### src/itoa_pkg.sv
// shared constants, types and tables for the integer to ascii formatter
package itoa_pkg;

	// field widths of the channels
	localparam int IN_VALUE_W = 64;
	localparam int RADIX_W    = 2;
	localparam int MIN_W      = 7;
	localparam int CHAR_W     = 8;

	// sizing of the conversion
	localparam int VALUE_BITS = 64;
	localparam int MAX_WIDTH  = 64;
	localparam int CAPACITY   = 64;
	localparam int DEC_DEPTH  = 20;
	localparam int PAD_LIMIT  = (MAX_WIDTH < CAPACITY) ? MAX_WIDTH : CAPACITY;

	// double dabble runs two bits per cycle
	localparam int DD_STEPS = (VALUE_BITS + 1) / 2;
	localparam int DD_BITS  = 2 * DD_STEPS;
	localparam int POS_W    = $clog2(DD_BITS);

	localparam int BCD_W  = 4 * DEC_DEPTH;
	localparam int DATA_W = (BCD_W > VALUE_BITS) ? BCD_W : VALUE_BITS;
	localparam int LEN_W  = $clog2(CAPACITY + 1);
	localparam int IDX_W  = $clog2(CAPACITY);
	localparam int DIG_W  = $clog2(DEC_DEPTH);

	// request queue between front and back
	localparam int FIFO_DEPTH = 2;
	localparam int FIFO_PTR_W = $clog2(FIFO_DEPTH);
	localparam int FIFO_CNT_W = $clog2(FIFO_DEPTH + 1);

	localparam logic [CHAR_W-1:0] SEP_RESET = 8'd44;
	localparam logic [CHAR_W-1:0] CHAR_ZERO = 8'h30;

	localparam logic [CHAR_W-1:0] DIGIT_CHARS [16] = '{
		8'h30, 8'h31, 8'h32, 8'h33, 8'h34, 8'h35, 8'h36, 8'h37,
		8'h38, 8'h39, 8'h61, 8'h62, 8'h63, 8'h64, 8'h65, 8'h66
	};

	typedef enum logic [RADIX_W-1:0] {
		RADIX_DEC = 2'd0,
		RADIX_BIN = 2'd1,
		RADIX_OCT = 2'd2,
		RADIX_HEX = 2'd3
	} radix_t;

	typedef enum logic [1:0] {
		FR_IDLE,
		FR_CONV,
		FR_DONE
	} front_state_t;

	// one classified number, ready for emission
	typedef struct packed {
		logic              is_dec;
		logic              grp;
		radix_t            radix;
		logic [LEN_W-1:0]  len;
		logic [LEN_W-1:0]  pad;
		logic [DIG_W-1:0]  top;
		logic [1:0]        top_m3;
		logic [DATA_W-1:0] data;
	} job_t;

	// queue status seen by the front and back
	typedef struct packed {
		logic full;
		logic empty;
	} fifo_stat_t;

endpackage

### src/itoa_if.sv
// request and character channel interfaces
interface itoa_req_if;
	logic                            valid;
	logic                            ready;
	logic [itoa_pkg::IN_VALUE_W-1:0] value;
	logic [itoa_pkg::RADIX_W-1:0]    radix;
	logic [itoa_pkg::MIN_W-1:0]      min_digits;
	logic                            group;

	modport source (output valid, value, radix, min_digits, group, input ready);
	modport sink   (input valid, value, radix, min_digits, group, output ready);
endinterface

interface itoa_char_if;
	logic                        valid;
	logic                        ready;
	logic [itoa_pkg::CHAR_W-1:0] character;
	logic                        last;

	modport source (output valid, character, last, input ready);
	modport sink   (input valid, character, last, output ready);
endinterface

### src/itoa_front.sv
// front: accepts a request, converts to bcd and finds the text length
module itoa_front (
	input  logic               clk,
	input  logic               arst_n,
	itoa_req_if.sink           req,
	input  itoa_pkg::fifo_stat_t stat,
	output logic               push,
	output itoa_pkg::job_t     job
);

	itoa_pkg::front_state_t state_q, state_d;

	logic [itoa_pkg::DD_BITS-1:0]    shift_q;
	logic [itoa_pkg::VALUE_BITS-1:0] val_q;
	logic [itoa_pkg::BCD_W-1:0]      bcd_q;
	logic [itoa_pkg::POS_W-1:0]      pos_q;
	logic [itoa_pkg::POS_W-1:0]      msb_q;
	logic                            found_q;
	itoa_pkg::radix_t                radix_q;
	logic [itoa_pkg::LEN_W-1:0]      pad_q;
	logic                            grp_q;

	logic                            accept;
	logic [itoa_pkg::LEN_W-1:0]      pad_clamped;
	logic [itoa_pkg::LEN_W-1:0]      ndig_dec;
	logic [itoa_pkg::LEN_W-1:0]      msb_ext;
	logic [itoa_pkg::LEN_W-1:0]      ndig;
	logic [itoa_pkg::LEN_W-1:0]      top_ext;
	logic [itoa_pkg::LEN_W-1:0]      top_div;
	logic [itoa_pkg::LEN_W-1:0]      nsep;
	logic [itoa_pkg::LEN_W-1:0]      natural_len;
	logic [itoa_pkg::LEN_W-1:0]      len;
	logic                            grp_eff;

	// one double dabble bit: add 3 to digits of 5 and up, then shift the bit in
	function automatic logic [itoa_pkg::BCD_W-1:0] dd_bit(
		input logic [itoa_pkg::BCD_W-1:0] b,
		input logic                       in_bit
	);
		logic [itoa_pkg::BCD_W-1:0] adj;
		logic [3:0]                 d;
		for (int k = 0; k < itoa_pkg::DEC_DEPTH; k++) begin
			d = b[4*k +: 4];
			adj[4*k +: 4] = (d >= 4'd5) ? d + 4'd3 : d;
		end
		return {adj[itoa_pkg::BCD_W-2:0], in_bit};
	endfunction

	// floor of x / 3 through the reciprocal 43 / 128, exact below 128
	function automatic logic [itoa_pkg::LEN_W-1:0] div3(
		input logic [itoa_pkg::LEN_W-1:0] x
	);
		logic [itoa_pkg::LEN_W+5:0] p;
		p = (itoa_pkg::LEN_W+6)'(x) * (itoa_pkg::LEN_W+6)'(43);
		return itoa_pkg::LEN_W'(p >> 7);
	endfunction

	assign accept = req.valid && req.ready;

	// next state
	always_comb begin
		state_d = state_q;
		unique case (state_q)
			itoa_pkg::FR_IDLE: begin
				if (req.valid) state_d = itoa_pkg::FR_CONV;
			end
			itoa_pkg::FR_CONV: begin
				if (pos_q == itoa_pkg::POS_W'(1)) state_d = itoa_pkg::FR_DONE;
			end
			itoa_pkg::FR_DONE: begin
				if (!stat.full) state_d = itoa_pkg::FR_IDLE;
			end
			default: state_d = itoa_pkg::FR_IDLE;
		endcase
	end

	// handshake outputs
	always_comb begin
		req.ready = 1'b0;
		push      = 1'b0;
		unique case (state_q)
			itoa_pkg::FR_IDLE: req.ready = 1'b1;
			itoa_pkg::FR_CONV: ;
			itoa_pkg::FR_DONE: push = !stat.full;
			default: ;
		endcase
	end

	always_ff @(posedge clk or negedge arst_n) begin
		if (!arst_n) begin
			state_q <= itoa_pkg::FR_IDLE;
		end else begin
			state_q <= state_d;
		end
	end

	// clamp the minimum length
	assign pad_clamped = (req.min_digits > itoa_pkg::MIN_W'(itoa_pkg::PAD_LIMIT))
		? itoa_pkg::LEN_W'(itoa_pkg::PAD_LIMIT) : itoa_pkg::LEN_W'(req.min_digits);

	// conversion datapath, two bits per cycle from the top
	always_ff @(posedge clk) begin
		if (accept) begin
			val_q   <= req.value[itoa_pkg::VALUE_BITS-1:0];
			shift_q <= itoa_pkg::DD_BITS'(req.value[itoa_pkg::VALUE_BITS-1:0]);
			bcd_q   <= '0;
			pos_q   <= itoa_pkg::POS_W'(itoa_pkg::DD_BITS - 1);
			msb_q   <= '0;
			found_q <= 1'b0;
			radix_q <= itoa_pkg::radix_t'(req.radix);
			pad_q   <= pad_clamped;
			grp_q   <= req.group;
		end else if (state_q == itoa_pkg::FR_CONV) begin
			bcd_q   <= dd_bit(dd_bit(bcd_q, shift_q[itoa_pkg::DD_BITS-1]),
			                  shift_q[itoa_pkg::DD_BITS-2]);
			shift_q <= shift_q << 2;
			pos_q   <= pos_q - itoa_pkg::POS_W'(2);
			// track the highest set bit for the power of two radixes
			if (!found_q) begin
				if (shift_q[itoa_pkg::DD_BITS-1]) begin
					msb_q   <= pos_q;
					found_q <= 1'b1;
				end else if (shift_q[itoa_pkg::DD_BITS-2]) begin
					msb_q   <= pos_q - itoa_pkg::POS_W'(1);
					found_q <= 1'b1;
				end
			end
		end
	end

	// decimal digit count: highest nonzero bcd digit
	always_comb begin
		ndig_dec = itoa_pkg::LEN_W'(1);
		for (int k = 0; k < itoa_pkg::DEC_DEPTH; k++) begin
			if (bcd_q[4*k +: 4] != 4'd0) ndig_dec = itoa_pkg::LEN_W'(k + 1);
		end
	end

	assign msb_ext = itoa_pkg::LEN_W'(msb_q);

	// natural digit count per radix
	always_comb begin
		unique case (radix_q)
			itoa_pkg::RADIX_DEC: ndig = ndig_dec;
			itoa_pkg::RADIX_BIN: ndig = msb_ext + itoa_pkg::LEN_W'(1);
			itoa_pkg::RADIX_OCT: ndig = div3(msb_ext) + itoa_pkg::LEN_W'(1);
			itoa_pkg::RADIX_HEX: ndig = (msb_ext >> 2) + itoa_pkg::LEN_W'(1);
			default:             ndig = ndig_dec;
		endcase
	end

	// separators, padding and total length
	assign grp_eff     = grp_q && (radix_q == itoa_pkg::RADIX_DEC);
	assign top_ext     = ndig - itoa_pkg::LEN_W'(1);
	assign top_div     = div3(top_ext);
	assign nsep        = grp_eff ? top_div : '0;
	assign natural_len = ndig + nsep;

	always_comb begin
		len = (natural_len < pad_q) ? pad_q : natural_len;
		if (len > itoa_pkg::LEN_W'(itoa_pkg::CAPACITY)) len = itoa_pkg::LEN_W'(itoa_pkg::CAPACITY);
	end

	// job for the back
	always_comb begin
		job.is_dec = (radix_q == itoa_pkg::RADIX_DEC);
		job.grp    = grp_eff;
		job.radix  = radix_q;
		job.len    = len;
		job.pad    = len - natural_len;
		job.top    = itoa_pkg::DIG_W'(top_ext);
		job.top_m3 = 2'(top_ext - (top_div << 1) - top_div);
		job.data   = (radix_q == itoa_pkg::RADIX_DEC)
			? itoa_pkg::DATA_W'(bcd_q) : itoa_pkg::DATA_W'(val_q);
	end

endmodule

### src/itoa_fifo.sv
// short job queue between the front and the back
module itoa_fifo (
	input  logic                 clk,
	input  logic                 arst_n,
	input  logic                 push,
	input  itoa_pkg::job_t       push_job,
	input  logic                 pop,
	output itoa_pkg::job_t       head,
	output itoa_pkg::fifo_stat_t stat
);

	itoa_pkg::job_t                  mem_q [itoa_pkg::FIFO_DEPTH];
	logic [itoa_pkg::FIFO_PTR_W-1:0] wr_q;
	logic [itoa_pkg::FIFO_PTR_W-1:0] rd_q;
	logic [itoa_pkg::FIFO_CNT_W-1:0] cnt_q;
	logic                            do_push;
	logic                            do_pop;

	assign stat.full  = (cnt_q == itoa_pkg::FIFO_CNT_W'(itoa_pkg::FIFO_DEPTH));
	assign stat.empty = (cnt_q == '0);
	assign do_push    = push && !stat.full;
	assign do_pop     = pop && !stat.empty;
	assign head       = mem_q[rd_q];

	// pointers and fill count
	always_ff @(posedge clk or negedge arst_n) begin
		if (!arst_n) begin
			wr_q  <= '0;
			rd_q  <= '0;
			cnt_q <= '0;
		end else begin
			if (do_push) wr_q <= wr_q + itoa_pkg::FIFO_PTR_W'(1);
			if (do_pop)  rd_q <= rd_q + itoa_pkg::FIFO_PTR_W'(1);
			if (do_push && !do_pop) cnt_q <= cnt_q + itoa_pkg::FIFO_CNT_W'(1);
			else if (do_pop && !do_push) cnt_q <= cnt_q - itoa_pkg::FIFO_CNT_W'(1);
		end
	end

	// entry storage
	always_ff @(posedge clk) begin
		if (do_push) mem_q[wr_q] <= push_job;
	end

endmodule

### src/itoa_back.sv
// back: walks one job and emits its characters, most significant first
module itoa_back (
	input  logic                          clk,
	input  logic                          arst_n,
	input  itoa_pkg::job_t                head,
	input  itoa_pkg::fifo_stat_t          stat,
	output logic                          pop,
	input  logic [itoa_pkg::CHAR_W-1:0]   sep,
	itoa_char_if.source                   chr
);

	itoa_pkg::job_t               cur_q;
	logic                         active_q;
	logic                         ovalid_q;
	logic [itoa_pkg::CHAR_W-1:0]  och_q;
	logic                         olast_q;
	logic [itoa_pkg::IDX_W-1:0]   idx_q;
	logic [itoa_pkg::LEN_W-1:0]   pad_q;
	logic [itoa_pkg::DIG_W-1:0]   dig_q;
	logic [1:0]                   m3_q;
	logic                         sep_pend_q;

	logic                         adv;
	logic                         emit;
	logic [itoa_pkg::CHAR_W-1:0]  ch;
	logic                         last;
	logic [itoa_pkg::IDX_W-1:0]   idx_n;
	logic [itoa_pkg::LEN_W-1:0]   pad_n;
	logic [itoa_pkg::DIG_W-1:0]   dig_n;
	logic [1:0]                   m3_n;
	logic                         sep_n;
	logic [3:0]                   bcd_d;
	logic [itoa_pkg::IDX_W+1:0]   bit_pos;
	logic [itoa_pkg::DATA_W-1:0]  shifted;
	logic [3:0]                   raw_d;

	assign adv  = !ovalid_q || chr.ready;
	assign emit = active_q && adv;
	assign pop  = !active_q && !stat.empty;

	assign chr.valid     = ovalid_q;
	assign chr.character = och_q;
	assign chr.last      = olast_q;

	// digit pick for the current position
	assign bcd_d = cur_q.data[{dig_q, 2'b00} +: 4];

	always_comb begin
		unique case (cur_q.radix)
			itoa_pkg::RADIX_OCT: bit_pos = ({2'b00, idx_q} << 1) + {2'b00, idx_q};
			itoa_pkg::RADIX_HEX: bit_pos = {idx_q, 2'b00};
			default:             bit_pos = {2'b00, idx_q};
		endcase
	end

	assign shifted = cur_q.data >> bit_pos;

	always_comb begin
		unique case (cur_q.radix)
			itoa_pkg::RADIX_OCT: raw_d = {1'b0, shifted[2:0]};
			itoa_pkg::RADIX_HEX: raw_d = shifted[3:0];
			default:             raw_d = {3'b000, shifted[0]};
		endcase
	end

	// next character and counter updates
	always_comb begin
		ch    = itoa_pkg::CHAR_ZERO;
		last  = 1'b0;
		idx_n = idx_q;
		pad_n = pad_q;
		dig_n = dig_q;
		m3_n  = m3_q;
		sep_n = sep_pend_q;
		if (cur_q.is_dec) begin
			priority if (pad_q != '0) begin
				ch    = itoa_pkg::CHAR_ZERO;
				pad_n = pad_q - itoa_pkg::LEN_W'(1);
			end else if (sep_pend_q) begin
				ch    = sep;
				sep_n = 1'b0;
			end else begin
				ch    = itoa_pkg::DIGIT_CHARS[bcd_d];
				last  = (dig_q == '0);
				dig_n = dig_q - itoa_pkg::DIG_W'(1);
				m3_n  = (m3_q == 2'd0) ? 2'd2 : m3_q - 2'd1;
				// separator goes before every third digit counted from the right
				sep_n = cur_q.grp && (dig_q != '0) && (m3_n == 2'd2);
			end
		end else begin
			ch    = itoa_pkg::DIGIT_CHARS[raw_d];
			last  = (idx_q == '0);
			idx_n = idx_q - itoa_pkg::IDX_W'(1);
		end
	end

	// job control and output register valid
	always_ff @(posedge clk or negedge arst_n) begin
		if (!arst_n) begin
			active_q <= 1'b0;
			ovalid_q <= 1'b0;
		end else begin
			if (pop) active_q <= 1'b1;
			else if (emit && last) active_q <= 1'b0;
			if (adv) ovalid_q <= active_q;
		end
	end

	// job payload, counters and character register
	always_ff @(posedge clk) begin
		if (pop) begin
			cur_q      <= head;
			idx_q      <= itoa_pkg::IDX_W'(head.len - itoa_pkg::LEN_W'(1));
			pad_q      <= head.pad;
			dig_q      <= head.top;
			m3_q       <= head.top_m3;
			sep_pend_q <= 1'b0;
		end else if (emit) begin
			idx_q      <= idx_n;
			pad_q      <= pad_n;
			dig_q      <= dig_n;
			m3_q       <= m3_n;
			sep_pend_q <= sep_n;
		end
		if (emit) begin
			och_q   <= ch;
			olast_q <= last;
		end
	end

endmodule

### src/integer_to_ascii_formatter_top.sv
// Integer to ASCII formatter. A request carries a 64-bit unsigned value, a radix
// (0 decimal, 1 binary, 2 octal, 3 lower-case hex), a minimum length and a
// grouping flag; the block answers with the text one character per transfer on
// the character channel, most significant first, with last set on the final
// character. Text is zero-padded on the left to the minimum length (clamped to
// 64). In decimal with grouping, the separator register (reset ',') goes before
// every third digit from the right, but never ahead of the leading digit or
// among padding zeros. The converter runs 32 double dabble steps at two bits
// a cycle, after an accept state and before a length and push state, whatever
// the radix; the emitter loads each job and then sends its characters. A
// two-entry job queue lets the two overlap, so a new number can be converted
// while an older one is sent. Write the separator only while the block is idle.
module integer_to_ascii_formatter_top (
	input  logic                        clk,
	input  logic                        arst_n,
	itoa_req_if.sink                    req,
	itoa_char_if.source                 chr,
	input  logic                        cfg_we,
	input  logic [itoa_pkg::CHAR_W-1:0] cfg_wdata
);

	logic [itoa_pkg::CHAR_W-1:0] sep_q;
	itoa_pkg::job_t              push_job;
	itoa_pkg::job_t              head;
	itoa_pkg::fifo_stat_t        stat;
	logic                        push;
	logic                        pop;

	// separator register
	always_ff @(posedge clk or negedge arst_n) begin
		if (!arst_n) begin
			sep_q <= itoa_pkg::SEP_RESET;
		end else if (cfg_we) begin
			sep_q <= cfg_wdata;
		end
	end

	itoa_front u_front (
		.clk    (clk),
		.arst_n (arst_n),
		.req    (req),
		.stat   (stat),
		.push   (push),
		.job    (push_job)
	);

	itoa_fifo u_fifo (
		.clk      (clk),
		.arst_n   (arst_n),
		.push     (push),
		.push_job (push_job),
		.pop      (pop),
		.head     (head),
		.stat     (stat)
	);

	itoa_back u_back (
		.clk    (clk),
		.arst_n (arst_n),
		.head   (head),
		.stat   (stat),
		.pop    (pop),
		.sep    (sep_q),
		.chr    (chr)
	);

endmodule
### src/flat_wrapper.sv
// flat-port wrapper written by rule: the top's interface ports become plain ports
module integer_to_ascii_formatter_top_flat 
  (clk, arst_n, cfg_we, cfg_wdata, req_valid, req_value, req_radix, req_min_digits, req_group, req_ready, chr_valid, chr_character, chr_last, chr_ready);
  itoa_req_if req_i ();
  itoa_char_if chr_i ();
  input  logic clk;
  input  logic arst_n;
  input  logic cfg_we;
  input  logic [itoa_pkg::CHAR_W-1:0] cfg_wdata;
  input wire logic [$bits(req_i.valid)-1:0] req_valid;
  input wire logic [$bits(req_i.value)-1:0] req_value;
  input wire logic [$bits(req_i.radix)-1:0] req_radix;
  input wire logic [$bits(req_i.min_digits)-1:0] req_min_digits;
  input wire logic [$bits(req_i.group)-1:0] req_group;
  output wire logic [$bits(req_i.ready)-1:0] req_ready;
  output wire logic [$bits(chr_i.valid)-1:0] chr_valid;
  output wire logic [$bits(chr_i.character)-1:0] chr_character;
  output wire logic [$bits(chr_i.last)-1:0] chr_last;
  input wire logic [$bits(chr_i.ready)-1:0] chr_ready;
  assign req_i.valid = req_valid;
  assign req_i.value = req_value;
  assign req_i.radix = req_radix;
  assign req_i.min_digits = req_min_digits;
  assign req_i.group = req_group;
  assign req_ready = req_i.ready;
  assign chr_valid = chr_i.valid;
  assign chr_character = chr_i.character;
  assign chr_last = chr_i.last;
  assign chr_i.ready = chr_ready;
  integer_to_ascii_formatter_top u_core (.clk(clk), .arst_n(arst_n), .req(req_i), .chr(chr_i), .cfg_we(cfg_we), .cfg_wdata(cfg_wdata));
endmodule
### config.mk
export PLATFORM = sky130hd
export DESIGN_NAME = integer_to_ascii_formatter_top_flat
export DESIGN_NICKNAME = d
export VERILOG_FILES = /design/src/itoa_pkg.sv /design/src/itoa_if.sv /design/src/itoa_front.sv /design/src/itoa_fifo.sv /design/src/itoa_back.sv /design/src/integer_to_ascii_formatter_top.sv /design/src/flat_wrapper.sv
export SDC_FILE = /design/constraint.sdc
export NUM_CORES = 1
export LEC_CHECK = 0
export BUFFER_PORTS_ARGS = -buffer_cell sky130_fd_sc_hd__buf_2
export CORE_MARGIN = 4
export CORE_UTILIZATION = 45
export DETAILED_ROUTE_END_ITERATION = 7
export SLEW_MARGIN = 20
export SYNTH_ARGS = -nofsm -noshare
export SYNTH_HDL_FRONTEND = slang
export SYNTH_SLANG_ARGS = --single-unit
export TNS_END_PERCENT = 10
### constraint.sdc
create_clock -name clk -period 29.5 [get_ports clk]
set_input_delay 2.95 -clock clk [delete_from_list [all_inputs] [get_ports clk]]
set_output_delay 2.95 -clock clk [all_outputs]
set_load 0.05 [all_outputs]
==> reports/metrics.yaml <==
clocking:
  cts_buffer_depth: 3
  cts.repair_timing.setup_buffer_count: 0
  htreeDepth: 3
  cts.sinks: 568
  cts_tree: "built"
  clk_pin_slew_ps: 60
  ctsHoldBuffers: 0
  post_cts_resized: 0
  cts_buffers: 66
  clk-insertion-delay-late_ps: 610
  clockRootBuffer: "clkbuf_16"
synth:
  synth_flop_cell: "edfxtp_1"
  synth-seq-cells: 568
  yosys_warnings: 0
  synthDominantCellAreaShare_pct: 42.5
  netlist_area_sq_um: 32400
  synth_cell_type_count: 92
  syn_area_per_cell_sq_um: 11.1
  ys_seq_area_share_pct: 49.5
  synth-edff-count: 459
  netlist_top_cells_area: "edfxtp_1 (43%), mux2_2 (7.1%), ha_1 (7.0%)"
  yosysTopAreaCell: "edfxtp_1"
  postSynth.asyncResetShare_pct: 2.82
  synth_cells: 2918
  synthesis.nets: 3200
power_and_ir_drop:
  p_comb_share_pct: 56.6
  pwr-share-clk_pct: 17.3
  p_per_area_nw_per_um2: 135
  power.total_mw: 4.86
  p_leak_nw: 14.1
  internal_power_mw: 2.82
  p_switching_mw: 2.03
  sw_frac_of_total_pct: 41.8
  irDropWorstVdd_v: 0.000184
  seqPwrFrac_pct: 26.1
floorplanning:
  initial_core_util_pct: 45.4
  rows: 98
  die_w_microns: 276
  die_h_microns: 276
  core_sq_um: 71400
  die-area_sq_um: 76400
  pin_count: 98
routing:
  routed_wirelength_microns: 78800
  vias: 22200
  wl_per_cell_microns: 19.8
  viasPerCell: 5.58
  firstDrtPassIters: 5
  drt_iter0_markers: 1702
  antenna_left: 0
  drc_errors: 0
worst_hold_path:
  hold_path_depth: 2
  min_from: "u_core.u_front.bcd_q[77]"
  min-delay-path-class: "reg -> reg"
  hold-path-endpoint: "u_core.u_front.bcd_q[77]"
finish:
  syn_to_final_growth_pct: 11.3
  diodes: 0
  drive_above_1_share_pct: 17.0
  fillers: 6324
  nNetsFinal: 3262
  layout_commonest_cell: "edfxtp_1"
  design_area_sq_um: 36100
  final_cell_mix: "edfxtp_1 (459), nand2_1 (331), mux2_2 (204)"
global_routing:
  grt_pass1_vias: 22300
  overflow: 0
  antenna_found_initial: 3
  grt_pass1_wl_microns: 125000
  grt_max_degree: 93
  grt.total_usage_pct: 20.4
status:
  status: "completed"
timing:
  finalHoldViolCount: 0
  rsz0062_at_grt: "false"
  fin_ws_ps: 16560
  relSlewSlack_pct: 23.0
  setup_violations: 0
  timing_worst_slew_pin_value_ps: 1150
  skew_ps: 21.3
  setup_tns_ps: 0
  finalCritPeriodShare_pct: 43.9
  holdWs_ps: 478
  finalCriticalPeriod_ps: 12940
  slew_violations: 0
  max_freq_ghz: 0.0773
worst_setup_path:
  slowest_delay_ps: 600
  r2r_start: "u_core.u_front.msb_q[3]"
  start_kind: "register"
  reg2regPathDepth: 48
  slowest_stage: "a2111oi_2"
  timing.rr.end: "u_core.u_fifo.mem_q[0][92]"
  crit_fanout: 10
  crit_type: "reg -> reg"
  worst_ep_required_time_ps: 29840
  r2r_setup_slack_ps: 16560
  path_common_cell: "ha_1"
  crit_arrival_ps: 13280
  cp-end-kind: "register"
run:
  max-cap-violations: 0
placement:
  gp_congestion: 0.910
  port_buffers: 97
  place_area_sq_um: 33800
  place_ws_ps: 16480
  dp_hpwl_microns: 56300
critical path, delay by kind of cell, from the launching register on:
kind,cells,cell delay [ps]
adder cells (fa/ha/maj),13,4630
AO/OA/AOI/OAI,16,3660
AND/OR/NAND/NOR,9,2170
XOR/XNOR,4,1250
flip-flops,1,380
buffers and inverters,5,320
multiplexers,1,260
worst max path at each step:
stage	cells past startpoint	slack, ps	startpoint	end
6_report	48	16560	u_core.u_front.msb_q[3]	u_core.u_fifo.mem_q[0][92]
3_3_place_gp	48	16680	u_core.u_front.msb_q[2]	u_core.u_fifo.mem_q[0][92]
2_1_floorplan	54	17960	u_core.u_front.msb_q[3]	u_core.u_fifo.mem_q[0][92]
4_1_cts	48	16360	u_core.u_front.msb_q[2]	u_core.u_fifo.mem_q[1][92]
3_5_place_dp	48	16480	u_core.u_front.msb_q[2]	u_core.u_fifo.mem_q[0][92]
5_1_grt	48	15510	u_core.u_front.msb_q[2]	u_core.u_fifo.mem_q[1][92]
cells by family after synthesis:
logic type	Yosys count	synth area share, %
compound gates	502	9.50
xor+xnor	98	2.65
fa+ha+maj	195	7.83
buf+inv	324	3.97
flops	568	49.5
mux	378	13.9
simple gates	853	12.6
power groups by stage:
stage	Combinational (mW)	Clock (mW)	Sequential (mW)
4_1_cts	2.78	0.859	1.27
6_report	2.75	0.838	1.27
3_3_place_gp	2.68	0	1.28
5_1_grt	3.17	0.891	1.29
3_5_place_dp	2.76	0	1.28
2_1_floorplan	2.18	0	1.25
synthesized netlist by cell type, types with 5 or more instances:
cell      instances
a21oi_1         155
edfxtp_1        459
nand2_1         333
dfrtp_1          13
a22oi_1           9
ha_1            182
inv_1           191
or2_2             6
and3_1           13
nor2b_1          26
nor3_1           46
a311oi_1          9
nand3_1         135
clkbuf_1         82
o221ai_1          5
mux4_2           37
and2_1           15
o21ai_1           6
xnor2_1          72
buf_1            17
nor2_1          136
a31oi_1           9
or3b_2           11
o31ai_1           7
a211oi_1         21
fa_1             13
xor2_1           26
nor3b_1          46
o21a_1           19
nor4_1            9
mux2i_1         136
nand3b_1          5
o211ai_1         11
buf_2            25
o22ai_1          14
a21o_1            9
a21boi_0          6
mux2_2          204
o21ai_0         164
nand2b_1         39
dfxtp_1          93
nand4_1          11
per-stage QoR:
stage	util (%)	std cells
floorplan	-	2918
global placement	47.3	3862
detailed placement	47.3	3862
CTS	50.5	3981
global route	50.5	3981
finish	50.5	3981
routing by layer:
layer  vias to the layer above  wire, microns  global-route usage [%]
met2                       597          34700                    31.3
met1                     10700          37300                    29.6
met5                         -              0                       0
met3                       144           4510                    3.29
met4                         0           2280                    6.49
li1                      10700              -                       -
cell type report:
cell class / instances / area, sq um / area share, %
Clock inverter: 37 / 480 / 1.33
Clock buffer: 82 / 1770 / 4.92
Sequential cell: 568 / 16100 / 44.5
Tap cell: 950 / 1190 / 3.30
Inverter: 192 / 727 / 2.02
Multi-Input combinational cell: 2026 / 15100 / 42.0
Timing Repair Buffer: 126 / 703 / 1.95
registers in the layout, summed over array words and instances, names as in the netlist, 5 cells and up:
name / flops
u_core.u_back.cur_q: 84
u_core.u_front.pad_q: 7
u_core.u_front.pos_q: 5
u_core.u_back.dig_q: 5
u_core.u_back.chr.character: 8
u_core.u_front.val_q: 64
u_core.u_front.bcd_q: 80
u_core.u_back.pad_q: 7
u_core.sep_q: 8
u_core.u_front.shift_q: 64
u_core.u_fifo.mem_q: 208
u_core.u_back.idx_q: 6
u_core.u_front.msb_q: 6
Note: power is estimated with default switching activity, not from simulation.
